--- config.mk ---
export PLATFORM = sky130hd
export DESIGN_NAME = event_rate_ema_meter
export DESIGN_NICKNAME = d
export VERILOG_FILES = /design/src/hw/rtl/erem_pkg.sv /design/src/hw/rtl/erem_div.sv /design/src/hw/rtl/erem_dpath.sv /design/src/hw/rtl/erem_ctrl.sv /design/src/hw/rtl/event_rate_ema_meter.sv
export SDC_FILE = /design/constraint.sdc
export NUM_CORES = 2
export LEC_CHECK = 0
export ABC_CLOCK_PERIOD_IN_PS = 28100
export BUFFER_PORTS_ARGS = -buffer_cell sky130_fd_sc_hd__buf_2
export CORE_MARGIN = 8
export CORE_UTILIZATION = 45
export DETAILED_ROUTE_END_ITERATION = 8
export GPL_ROUTABILITY_DRIVEN = 0
export PLACE_DENSITY = 0.61
export REMOVE_ABC_BUFFERS = 1
export SLEW_MARGIN = 10
export SYNTH_ARGS = -nofsm -noshare
export SYNTH_HDL_FRONTEND = slang
export SYNTH_SLANG_ARGS = --single-unit
--- constraint.sdc ---
create_clock -name clk -period 28.1 [get_ports clk]
set_input_delay 1.405 -clock clk [delete_from_list [all_inputs] [get_ports clk]]
set_output_delay 1.405 -clock clk [all_outputs]
set_load 0.1 [all_outputs]
--- src/hw/rtl/erem_pkg.sv ---
// Shared types, constants and decay factor tables for the event rate meter.
package erem_pkg;

  localparam int FRAC_BITS_DEF    = 24;
  localparam int ELAPSED_BITS_DEF = 16;
  localparam int MAX_ELAPSED_BITS = 24;
  localparam int ROM_IDX_W        = 5;

  localparam logic [31:0] Q31_ONE  = 32'h8000_0000;
  localparam logic [63:0] Q31_HALF = 64'h0000_0000_4000_0000;
  localparam logic [63:0] Q60_ONE  = 64'h1000_0000_0000_0000;

  localparam logic [63:0] TAU_SHORT = 64'd60;
  localparam logic [63:0] TAU_MID   = 64'd300;
  localparam logic [63:0] TAU_LONG  = 64'd900;

  // Taylor series of e^(-1/tau) in Q60, each term truncated in turn.
  localparam logic [63:0] S_T1 = Q60_ONE / (TAU_SHORT * 64'd1);
  localparam logic [63:0] S_T2 = S_T1 / (TAU_SHORT * 64'd2);
  localparam logic [63:0] S_T3 = S_T2 / (TAU_SHORT * 64'd3);
  localparam logic [63:0] S_T4 = S_T3 / (TAU_SHORT * 64'd4);
  localparam logic [63:0] S_T5 = S_T4 / (TAU_SHORT * 64'd5);
  localparam logic [63:0] S_T6 = S_T5 / (TAU_SHORT * 64'd6);
  localparam logic [63:0] S_T7 = S_T6 / (TAU_SHORT * 64'd7);
  localparam logic [63:0] S_T8 = S_T7 / (TAU_SHORT * 64'd8);
  localparam logic [63:0] S_T9 = S_T8 / (TAU_SHORT * 64'd9);

  localparam logic [63:0] M_T1 = Q60_ONE / (TAU_MID * 64'd1);
  localparam logic [63:0] M_T2 = M_T1 / (TAU_MID * 64'd2);
  localparam logic [63:0] M_T3 = M_T2 / (TAU_MID * 64'd3);
  localparam logic [63:0] M_T4 = M_T3 / (TAU_MID * 64'd4);
  localparam logic [63:0] M_T5 = M_T4 / (TAU_MID * 64'd5);
  localparam logic [63:0] M_T6 = M_T5 / (TAU_MID * 64'd6);
  localparam logic [63:0] M_T7 = M_T6 / (TAU_MID * 64'd7);
  localparam logic [63:0] M_T8 = M_T7 / (TAU_MID * 64'd8);
  localparam logic [63:0] M_T9 = M_T8 / (TAU_MID * 64'd9);

  localparam logic [63:0] L_T1 = Q60_ONE / (TAU_LONG * 64'd1);
  localparam logic [63:0] L_T2 = L_T1 / (TAU_LONG * 64'd2);
  localparam logic [63:0] L_T3 = L_T2 / (TAU_LONG * 64'd3);
  localparam logic [63:0] L_T4 = L_T3 / (TAU_LONG * 64'd4);
  localparam logic [63:0] L_T5 = L_T4 / (TAU_LONG * 64'd5);
  localparam logic [63:0] L_T6 = L_T5 / (TAU_LONG * 64'd6);
  localparam logic [63:0] L_T7 = L_T6 / (TAU_LONG * 64'd7);
  localparam logic [63:0] L_T8 = L_T7 / (TAU_LONG * 64'd8);
  localparam logic [63:0] L_T9 = L_T8 / (TAU_LONG * 64'd9);

  localparam logic [63:0] S_POS = Q60_ONE + S_T2 + S_T4 + S_T6 + S_T8;
  localparam logic [63:0] S_NEG = S_T1 + S_T3 + S_T5 + S_T7 + S_T9;
  localparam logic [63:0] M_POS = Q60_ONE + M_T2 + M_T4 + M_T6 + M_T8;
  localparam logic [63:0] M_NEG = M_T1 + M_T3 + M_T5 + M_T7 + M_T9;
  localparam logic [63:0] L_POS = Q60_ONE + L_T2 + L_T4 + L_T6 + L_T8;
  localparam logic [63:0] L_NEG = L_T1 + L_T3 + L_T5 + L_T7 + L_T9;

  localparam logic [31:0] BASE_SHORT = 32'(((S_POS - S_NEG) + 64'h1000_0000) >> 29);
  localparam logic [31:0] BASE_MID   = 32'(((M_POS - M_NEG) + 64'h1000_0000) >> 29);
  localparam logic [31:0] BASE_LONG  = 32'(((L_POS - L_NEG) + 64'h1000_0000) >> 29);

  typedef logic [MAX_ELAPSED_BITS-1:0][31:0] decay_row_t;

  // Entry b holds e^(-2^b/tau) in Q1.31, each one the rounded square of the last.
  function automatic decay_row_t build_row(input logic [31:0] base);
    decay_row_t row;
    logic [63:0] sq;
    row[0] = base;
    for (int b = 1; b < MAX_ELAPSED_BITS; b++) begin
      sq     = 64'(row[b-1]) * 64'(row[b-1]);
      row[b] = 32'((sq + Q31_HALF) >> 31);
    end
    return row;
  endfunction

  localparam decay_row_t ROM_SHORT = build_row(BASE_SHORT);
  localparam decay_row_t ROM_MID   = build_row(BASE_MID);
  localparam decay_row_t ROM_LONG  = build_row(BASE_LONG);

  typedef enum logic [1:0] {
    WIN_SHORT,
    WIN_MID,
    WIN_LONG
  } win_t;

  function automatic logic [31:0] decay_entry(input win_t win,
                                              input logic [ROM_IDX_W-1:0] idx);
    logic [31:0] val;
    case (win)
      WIN_SHORT: val = ROM_SHORT[idx];
      WIN_MID:   val = ROM_MID[idx];
      WIN_LONG:  val = ROM_LONG[idx];
      default:   val = '0;
    endcase
    return val;
  endfunction

  typedef enum logic [2:0] {
    OP_NONE,
    OP_LOAD,
    OP_DECAY,
    OP_BLEND_A,
    OP_BLEND_B,
    OP_PUBLISH
  } op_t;

  typedef enum logic [2:0] {
    ST_IDLE,
    ST_DECAY,
    ST_BLEND_A,
    ST_BLEND_B,
    ST_FINISH
  } state_t;

  typedef struct packed {
    op_t                  op;
    win_t                 win;
    logic [ROM_IDX_W-1:0] bit_idx;
  } cmd_t;

  typedef struct packed {
    logic seen_any;
    logic div_done;
  } status_t;

endpackage

--- src/hw/rtl/erem_div.sv ---
// Restoring divider, one quotient bit per cycle, for the instant rate.
module erem_div #(
  parameter int NUM_W = 25,
  parameter int DEN_W = 16,
  parameter int Q_W   = 25
) (
  input  logic             clk,
  input  logic             rst,
  input  logic             start,
  input  logic [NUM_W-1:0] numerator,
  input  logic [DEN_W-1:0] denominator,
  output logic [Q_W-1:0]   quotient,
  output logic             done
);

  localparam int CNT_W = $clog2(NUM_W + 1);

  logic [CNT_W-1:0] cnt;
  logic [NUM_W-1:0] num;
  logic [DEN_W-1:0] den;
  logic [DEN_W-1:0] rem;
  logic [NUM_W-1:0] quo;
  logic [DEN_W:0]   shifted;
  logic             fits;

  assign shifted = {rem, num[NUM_W-1]};
  assign fits    = shifted >= {1'b0, den};

  always_ff @(posedge clk) begin
    if (rst) begin
      cnt  <= '0;
      done <= 1'b0;
    end else if (start) begin
      cnt  <= CNT_W'(NUM_W);
      done <= 1'b0;
    end else if (cnt != '0) begin
      cnt <= cnt - 1'b1;
      if (cnt == CNT_W'(1)) begin
        done <= 1'b1;
      end
    end
  end

  always_ff @(posedge clk) begin
    if (start) begin
      num <= numerator;
      den <= denominator;
      rem <= '0;
      quo <= '0;
    end else if (cnt != '0) begin
      num <= num << 1;
      quo <= {quo[NUM_W-2:0], fits};
      if (fits) begin
        rem <= DEN_W'(shifted - {1'b0, den});
      end else begin
        rem <= shifted[DEN_W-1:0];
      end
    end
  end

  assign quotient = quo[Q_W-1:0];

endmodule

--- src/hw/rtl/erem_dpath.sv ---
// Datapath: event state, shared multiplier, decay and blend arithmetic, result register.
module erem_dpath #(
  parameter int FRAC_BITS    = erem_pkg::FRAC_BITS_DEF,
  parameter int ELAPSED_BITS = erem_pkg::ELAPSED_BITS_DEF
) (
  input  logic                  clk,
  input  logic                  rst,
  input  erem_pkg::cmd_t        cmd,
  output erem_pkg::status_t     status,
  input  logic [31:0]           event_time,
  output logic [FRAC_BITS:0]    rate_short,
  output logic [FRAC_BITS:0]    rate_mid,
  output logic [FRAC_BITS:0]    rate_long,
  output logic [63:0]           events_seen,
  output logic [31:0]           previous_event_time
);

  localparam int RATE_W   = FRAC_BITS + 1;
  localparam int NUM_W    = ((FRAC_BITS > ELAPSED_BITS) ? FRAC_BITS : ELAPSED_BITS) + 1;
  localparam int MB_W     = (RATE_W > 32) ? RATE_W : 32;
  localparam int PROD_W   = 32 + MB_W;
  localparam int DT_IDX_W = $clog2(ELAPSED_BITS);

  logic [RATE_W-1:0]       short_average;
  logic [RATE_W-1:0]       mid_average;
  logic [RATE_W-1:0]       long_average;
  logic [31:0]             last_time;
  logic                    seen_any;
  logic [63:0]             event_total;
  logic [ELAPSED_BITS-1:0] dt;
  logic [31:0]             decay;
  logic [PROD_W-1:0]       acc;

  logic [31:0]             diff;
  logic [ELAPSED_BITS-1:0] dt_calc;
  logic [NUM_W-1:0]        numerator;
  logic                    div_start;
  logic [RATE_W-1:0]       inst;
  logic                    div_done;
  logic [RATE_W-1:0]       rate_sel;
  logic [31:0]             mul_a;
  logic [MB_W-1:0]         mul_b;
  logic [PROD_W-1:0]       prod;
  logic [31:0]             decay_rounded;
  logic [PROD_W:0]         blend_sum;
  logic [RATE_W-1:0]       rate_new;

  // Elapsed time: a stall or a step back counts as one second, a long gap saturates.
  always_comb begin
    diff = event_time - last_time;
    if (diff == '0 || diff[31]) begin
      dt_calc = ELAPSED_BITS'(1);
    end else if (diff > 32'((1 << ELAPSED_BITS) - 1)) begin
      dt_calc = '1;
    end else begin
      dt_calc = diff[ELAPSED_BITS-1:0];
    end
  end

  // Half of dt is added first so the quotient is 1/dt rounded half up.
  assign numerator = (NUM_W'(1) << FRAC_BITS) + NUM_W'(dt_calc >> 1);
  assign div_start = (cmd.op == erem_pkg::OP_LOAD) && seen_any;

  erem_div #(
    .NUM_W (NUM_W),
    .DEN_W (ELAPSED_BITS),
    .Q_W   (RATE_W)
  ) u_div (
    .clk         (clk),
    .rst         (rst),
    .start       (div_start),
    .numerator   (numerator),
    .denominator (dt_calc),
    .quotient    (inst),
    .done        (div_done)
  );

  always_comb begin
    case (cmd.win)
      erem_pkg::WIN_SHORT: rate_sel = short_average;
      erem_pkg::WIN_MID:   rate_sel = mid_average;
      erem_pkg::WIN_LONG:  rate_sel = long_average;
      default:             rate_sel = '0;
    endcase
  end

  always_comb begin
    case (cmd.op)
      erem_pkg::OP_DECAY: begin
        mul_a = decay;
        mul_b = MB_W'(erem_pkg::decay_entry(cmd.win, cmd.bit_idx));
      end
      erem_pkg::OP_BLEND_A: begin
        mul_a = erem_pkg::Q31_ONE - decay;
        mul_b = MB_W'(inst);
      end
      erem_pkg::OP_BLEND_B: begin
        mul_a = decay;
        mul_b = MB_W'(rate_sel);
      end
      default: begin
        mul_a = '0;
        mul_b = '0;
      end
    endcase
  end

  assign prod          = PROD_W'(mul_a) * PROD_W'(mul_b);
  assign decay_rounded = 32'((prod + PROD_W'(erem_pkg::Q31_HALF)) >> 31);
  assign blend_sum     = {1'b0, acc} + {1'b0, prod} + (PROD_W + 1)'(erem_pkg::Q31_HALF);
  assign rate_new      = RATE_W'(blend_sum >> 31);

  always_ff @(posedge clk) begin
    if (rst) begin
      short_average <= '0;
      mid_average   <= '0;
      long_average  <= '0;
      last_time     <= '0;
      seen_any      <= 1'b0;
      event_total   <= '0;
    end else begin
      case (cmd.op)
        erem_pkg::OP_LOAD: begin
          event_total <= event_total + 64'd1;
          last_time   <= event_time;
          seen_any    <= 1'b1;
        end
        erem_pkg::OP_BLEND_B: begin
          case (cmd.win)
            erem_pkg::WIN_SHORT: short_average <= rate_new;
            erem_pkg::WIN_MID:   mid_average   <= rate_new;
            erem_pkg::WIN_LONG:  long_average  <= rate_new;
            default: ;
          endcase
        end
        default: ;
      endcase
    end
  end

  always_ff @(posedge clk) begin
    case (cmd.op)
      erem_pkg::OP_LOAD: begin
        dt    <= dt_calc;
        decay <= erem_pkg::Q31_ONE;
      end
      erem_pkg::OP_DECAY: begin
        if (dt[cmd.bit_idx[DT_IDX_W-1:0]]) begin
          decay <= decay_rounded;
        end
      end
      erem_pkg::OP_BLEND_A: begin
        acc <= prod;
      end
      erem_pkg::OP_BLEND_B: begin
        decay <= erem_pkg::Q31_ONE;
      end
      erem_pkg::OP_PUBLISH: begin
        rate_short          <= short_average;
        rate_mid            <= mid_average;
        rate_long           <= long_average;
        events_seen         <= event_total;
        previous_event_time <= last_time;
      end
      default: ;
    endcase
  end

  assign status.seen_any = seen_any;
  assign status.div_done = div_done;

endmodule

--- src/hw/rtl/erem_ctrl.sv ---
// Controller: sequences the decay steps and blends of the three windows per event.
module erem_ctrl #(
  parameter int ELAPSED_BITS = erem_pkg::ELAPSED_BITS_DEF
) (
  input  logic              clk,
  input  logic              rst,
  input  logic              in_valid,
  output logic              in_stall,
  output logic              out_valid,
  input  logic              out_stall,
  output erem_pkg::cmd_t    cmd,
  input  erem_pkg::status_t status
);

  erem_pkg::state_t                   state;
  erem_pkg::state_t                   state_next;
  erem_pkg::win_t                     win;
  erem_pkg::win_t                     win_next;
  logic [erem_pkg::ROM_IDX_W-1:0]     bit_idx;
  logic [erem_pkg::ROM_IDX_W-1:0]     bit_idx_next;
  logic                               out_valid_next;

  always_ff @(posedge clk) begin
    if (rst) begin
      state     <= erem_pkg::ST_IDLE;
      win       <= erem_pkg::WIN_SHORT;
      bit_idx   <= '0;
      out_valid <= 1'b0;
    end else begin
      state     <= state_next;
      win       <= win_next;
      bit_idx   <= bit_idx_next;
      out_valid <= out_valid_next;
    end
  end

  always_comb begin
    state_next   = state;
    win_next     = win;
    bit_idx_next = bit_idx;
    in_stall     = 1'b1;
    cmd.op       = erem_pkg::OP_NONE;
    cmd.win      = win;
    cmd.bit_idx  = bit_idx;

    case (state)
      erem_pkg::ST_IDLE: begin
        in_stall = 1'b0;
        if (in_valid) begin
          cmd.op       = erem_pkg::OP_LOAD;
          win_next     = erem_pkg::WIN_SHORT;
          bit_idx_next = '0;
          // The first event after reset only records its time and count; no window is blended.
          state_next   = status.seen_any ? erem_pkg::ST_DECAY : erem_pkg::ST_FINISH;
        end
      end
      erem_pkg::ST_DECAY: begin
        cmd.op       = erem_pkg::OP_DECAY;
        bit_idx_next = bit_idx + 1'b1;
        if (bit_idx == erem_pkg::ROM_IDX_W'(ELAPSED_BITS - 1)) begin
          state_next = erem_pkg::ST_BLEND_A;
        end
      end
      erem_pkg::ST_BLEND_A: begin
        if (status.div_done) begin
          cmd.op     = erem_pkg::OP_BLEND_A;
          state_next = erem_pkg::ST_BLEND_B;
        end
      end
      erem_pkg::ST_BLEND_B: begin
        cmd.op = erem_pkg::OP_BLEND_B;
        if (win == erem_pkg::WIN_LONG) begin
          state_next = erem_pkg::ST_FINISH;
        end else begin
          win_next     = (win == erem_pkg::WIN_SHORT) ? erem_pkg::WIN_MID : erem_pkg::WIN_LONG;
          bit_idx_next = '0;
          state_next   = erem_pkg::ST_DECAY;
        end
      end
      erem_pkg::ST_FINISH: begin
        // The result register takes a new beat once the previous one has left.
        if (!out_valid || !out_stall) begin
          cmd.op     = erem_pkg::OP_PUBLISH;
          state_next = erem_pkg::ST_IDLE;
        end
      end
      default: begin
        state_next = erem_pkg::ST_IDLE;
      end
    endcase

    out_valid_next = (out_valid && out_stall) || (cmd.op == erem_pkg::OP_PUBLISH);
  end

endmodule

--- src/hw/rtl/event_rate_ema_meter.sv ---
// Top level of the event rate meter with 60, 300 and 900 second averages.
// An event that follows another passes through the decay steps and the two blend steps of each
// window before its result is published; the first event after reset goes straight to publish.
// The divider sets the first window's wait, then one shared multiply per dt bit and two per blend.
// A new event is accepted only after the last result is published, which out_stall can hold off.
// Reset clears the averages, the event count, the last time and the seen flag at once.
module event_rate_ema_meter #(
  parameter int FRAC_BITS    = erem_pkg::FRAC_BITS_DEF,
  parameter int ELAPSED_BITS = erem_pkg::ELAPSED_BITS_DEF
) (
  input  logic               clk,
  input  logic               rst,
  input  logic               in_valid,
  output logic               in_stall,
  input  logic [31:0]        event_time,
  output logic               out_valid,
  input  logic               out_stall,
  output logic [FRAC_BITS:0] rate_short,
  output logic [FRAC_BITS:0] rate_mid,
  output logic [FRAC_BITS:0] rate_long,
  output logic [63:0]        events_seen,
  output logic [31:0]        previous_event_time
);

  erem_pkg::cmd_t    cmd;
  erem_pkg::status_t status;

  erem_ctrl #(
    .ELAPSED_BITS (ELAPSED_BITS)
  ) u_ctrl (
    .clk       (clk),
    .rst       (rst),
    .in_valid  (in_valid),
    .in_stall  (in_stall),
    .out_valid (out_valid),
    .out_stall (out_stall),
    .cmd       (cmd),
    .status    (status)
  );

  erem_dpath #(
    .FRAC_BITS    (FRAC_BITS),
    .ELAPSED_BITS (ELAPSED_BITS)
  ) u_dpath (
    .clk                 (clk),
    .rst                 (rst),
    .cmd                 (cmd),
    .status              (status),
    .event_time          (event_time),
    .rate_short          (rate_short),
    .rate_mid            (rate_mid),
    .rate_long           (rate_long),
    .events_seen         (events_seen),
    .previous_event_time (previous_event_time)
  );

endmodule

==> summary.md <==
| Metric | Value |
|---|---|
| Status | `finished clean` |
| HP Class | `reg -> reg` |
| PortBufs | `208` |
| WHS Path Cells | `0` |
| Vias in the first global route | `around 53,000` |
| Routed len/inst | `22.5 um` |
| Commonest non-fill, non-tap cell in the layout | `inv_1` |
| Reg-to-reg setup timing slack | `roughly 13,000 ps` |
| Slowest CP cell | `o21a_1` |
| Tmin final | `between 10,000 and 15,000 ps` |
| Async set-reset flop share out of synthesis | `0` |
| Worst path required time | `roughly 29,000 ps` |
| Final Slew Violations | `0` |
| Global-route wire length before repair | `319,000 um` |
| Hold Violations, Final | `0` |
| Post-route clock skew | `approximately 47 ps` |
| Final setup vio count | `0` |
| Worst Setup End Kind | `register` |
| Post-synth cell types | `about 90` |
| Sink Count | `~640` |
| RSZ-0062 raised after global routing | `false` |
| Share of cells above drive strength 1 | `0.0735` |
| Met2 GRT Util | `0.424` |
| CP max FO | `60` |
| Hpwl dp | `around 160,000 um` |
| Starting DRT DRC Count | `4,830` |
| DRT Pass-1 Iters | `6` |
| Max-cap violation count | `0` |
| Htree depth | `3` |
| Die X-Extent | `394 um` |
| WP buf/inv | `7` |
| Initial Util | `0.454` |
| Slowest Stage Delay on Critical Path | `roughly 970 ps` |
| Worst Hold Endpoint | `u_dpath.previous_event_time[4]` |
| Final Net Count | `approximately 8,600` |
| Mapped Area | `between 60,000 and 70,000 um^2` |
| Reg-to-reg startpoint | `u_ctrl.state[2]` |
| Register area share after synthesis | `0.248` |
| Most used cell along the critical path | `fa_1` |
| Power Dens Cells | `just under 40 nW/um^2` |
| Slew headroom | `0.163` |
| Hold-fix buffer count after cts | `0` |
| Min-delay src | `u_dpath.last_time[4]` |
| Synthesized area per cell | `8.94 um^2` |
| Reg-to-Reg End | `u_dpath.long_average[22]` |
| Routed vias/inst | `between 5 and 6` |
| Warnings, synthesis | `0` |
| Synthesis-to-finish area growth | `8.62%` |
| Fin crit share | `0.522` |
| Clock buffers created by TritonCTS | `between 60 and 70` |
| Critical path class | `reg -> reg` |
| Setup TNS | `0 ps` |
| Cells after Synth | `approximately 7,200` |
| FF-to-FF path depth | `44` |
| CP delay by family, top | `adder cells` |
| Clock root cell | `clkbuf_16` |
| Die Area | `~160,000 um^2` |
| Global Route met1 Usage | `0.345` |
| Worst Path Arrival | `between 15,000 and 20,000 ps` |
| Minimum hold slack | `around 450 ps` |
| DR DRC count | `0` |
| Worst-Skew Late Latency | `~660 ps` |
| Largest net degree at the start of global routing | `between 150 and 200` |
| Global routing usage on met3 | `0.0483` |
| Core footprint | `between 100,000 and 150,000 um^2` |
| Routed via count | `about 52,000` |
| Final WL | `just over 200,000 um` |
| Commonest cells after routing, fill and taps aside | `1,090 x inv_1, 975 x nand2_1, 868 x fa_1` |
| FF+latch count, synth | `around 640` |
| Post-DP Area | `67,600 um^2` |
| Post_cts resized | `0` |
| Post-CTS setup buffer count | `0` |
| Worst slew pin tran | `1260 ps` |
| CTS tree | `yes` |
| Fin area | `approximately 70,000 um^2` |
| Critical Path Start Type | `register` |
| FP Rows | `138` |
| Post-synth EDFFs | `approximately 320` |
| Gr usage total | `0.262` |
| Antenna violations before repair | `9` |
| Pleak | `around 31 nW` |
| Die Ht | `roughly 400 um` |
| Total global routing overflow | `0` |
| Clock buffer depth | `3` |
| Grt peak-use layer | `met2` |
| VDD IR max | `0.0000649 V` |
| # IOs | `roughly 210` |
| Fmax | `approximately 68 MHz` |
| Synth Flop Type | `dfxtp_1` |
| Post-DRT Antenna Nets | `0` |
| Tot Pwr | `around 2.8 mW` |
| Clk slew on worst S/H paths | `roughly 60 ps` |
## logic make-up after synthesis
kind of cell / share of synthesized area
AOI/OAI and AO/OA: 0.107
DFF: 0.248
adders and majority gates: 0.359
buffers and inverters: 0.0846
xor gates and xnor gates: 0.0227
muxes: 0.0136
and+or+nand+nor: 0.165
## per-layer routing
layer	vias to the layer above	wire length [um]
li1	23396	-
met1	26091	83300
met2	2364	95400
met3	481	17900
met4	0	10700
met5	-	0
## final cells by class
| cell class | instances | area (um^2) |
|---|---|---|
| fill | 13366 | 71800 |
| sequential | 638 | 15900 |
| clock inverter | 31 | 325 |
| clock buffer | 91 | 1870 |
| antenna | 8 | 20.0 |
| tap | 1890 | 2360 |
| timing repair buffer | 337 | 2030 |
| multi-input combinational | 5107 | 43200 |
| inverter | 1093 | 4110 |
## worst reg2reg max path, delay by kind of cell, from the launching register on
family                   cells  cell delay, ps
AO/OA/AOI/OAI               17            4830
buffers and inverters        7            1650
XOR/XNOR                     1             320
flip-flops                   1             810
AND/OR/NAND/NOR              8            1720
adder cells (fa/ha/maj)     11            5200
## where the power goes
group | total, mW | internal (mW) | switching (mW) | leakage, nW
Sequential | 1.13 | 1.08 | 0.0527 | 5.69
Combinational | 0.722 | 0.206 | 0.516 | 24.2
Clock | 0.896 | 0.503 | 0.393 | 1.07
Total | 2.75 | 1.79 | 0.962 | 30.9
## synth_stat cells, types with 19 or more instances
library cell / n / area (um^2)
a211oi_1: 64 / 480
a21o_1: 74 / 556
a21oi_1: 361 / 1810
a31oi_1: 23 / 144
and2_1: 63 / 394
and3_1: 48 / 300
and4_1: 30 / 263
buf_1: 24 / 90.1
clkbuf_1: 313 / 1170
dfxtp_1: 322 / 6450
edfxtp_1: 316 / 9490
fa_1: 868 / 17400
ha_1: 454 / 5680
inv_1: 1092 / 4100
mux2i_1: 75 / 751
nand2_1: 976 / 3660
nand2b_1: 41 / 257
nand3_1: 100 / 500
nand3b_1: 25 / 188
nand4_1: 63 / 394
nor2_1: 852 / 3200
nor2b_1: 24 / 150
nor3_1: 90 / 450
o211ai_1: 47 / 353
o21a_1: 46 / 345
o21ai_0: 270 / 1350
o21ai_1: 20 / 100
o31a_1: 19 / 166
o31ai_1: 27 / 203
or2_2: 19 / 119
or3_1: 39 / 244
xnor2_1: 84 / 736
xor2_1: 80 / 701
## per-stage QoR
step | std cells | setup WS, ps | util
3_3_place_gp | 9065 | 13930 | 0.477
6_report | 9195 | 13440 | 0.493
3_5_place_dp | 9065 | 13750 | 0.477
4_1_cts | 9187 | 13710 | 0.493
2_1_floorplan | 6838 | 13770 | -
5_1_grt | 9187 | 12650 | 0.493
## worst max path at each step
| stage | end | cells after the start | slack, ps | from |
|---|---|---|---|---|
| after CTS | u_dpath.long_average[22] | 44 | 13710 | u_ctrl.state[2] |
| after detailed placement | u_dpath.long_average[22] | 44 | 13750 | u_ctrl.state[2] |
| after floorplan | u_dpath.long_average[21] | 39 | 13770 | u_ctrl.win[1] |
| final | u_dpath.long_average[22] | 44 | 13440 | u_ctrl.state[2] |
| after global routing | u_dpath.long_average[22] | 45 | 12650 | u_ctrl.state[0] |
| after global placement | u_dpath.mid_average[22] | 44 | 13930 | u_ctrl.state[0] |
No activity file was read; power rests on OpenSTA's default activity.
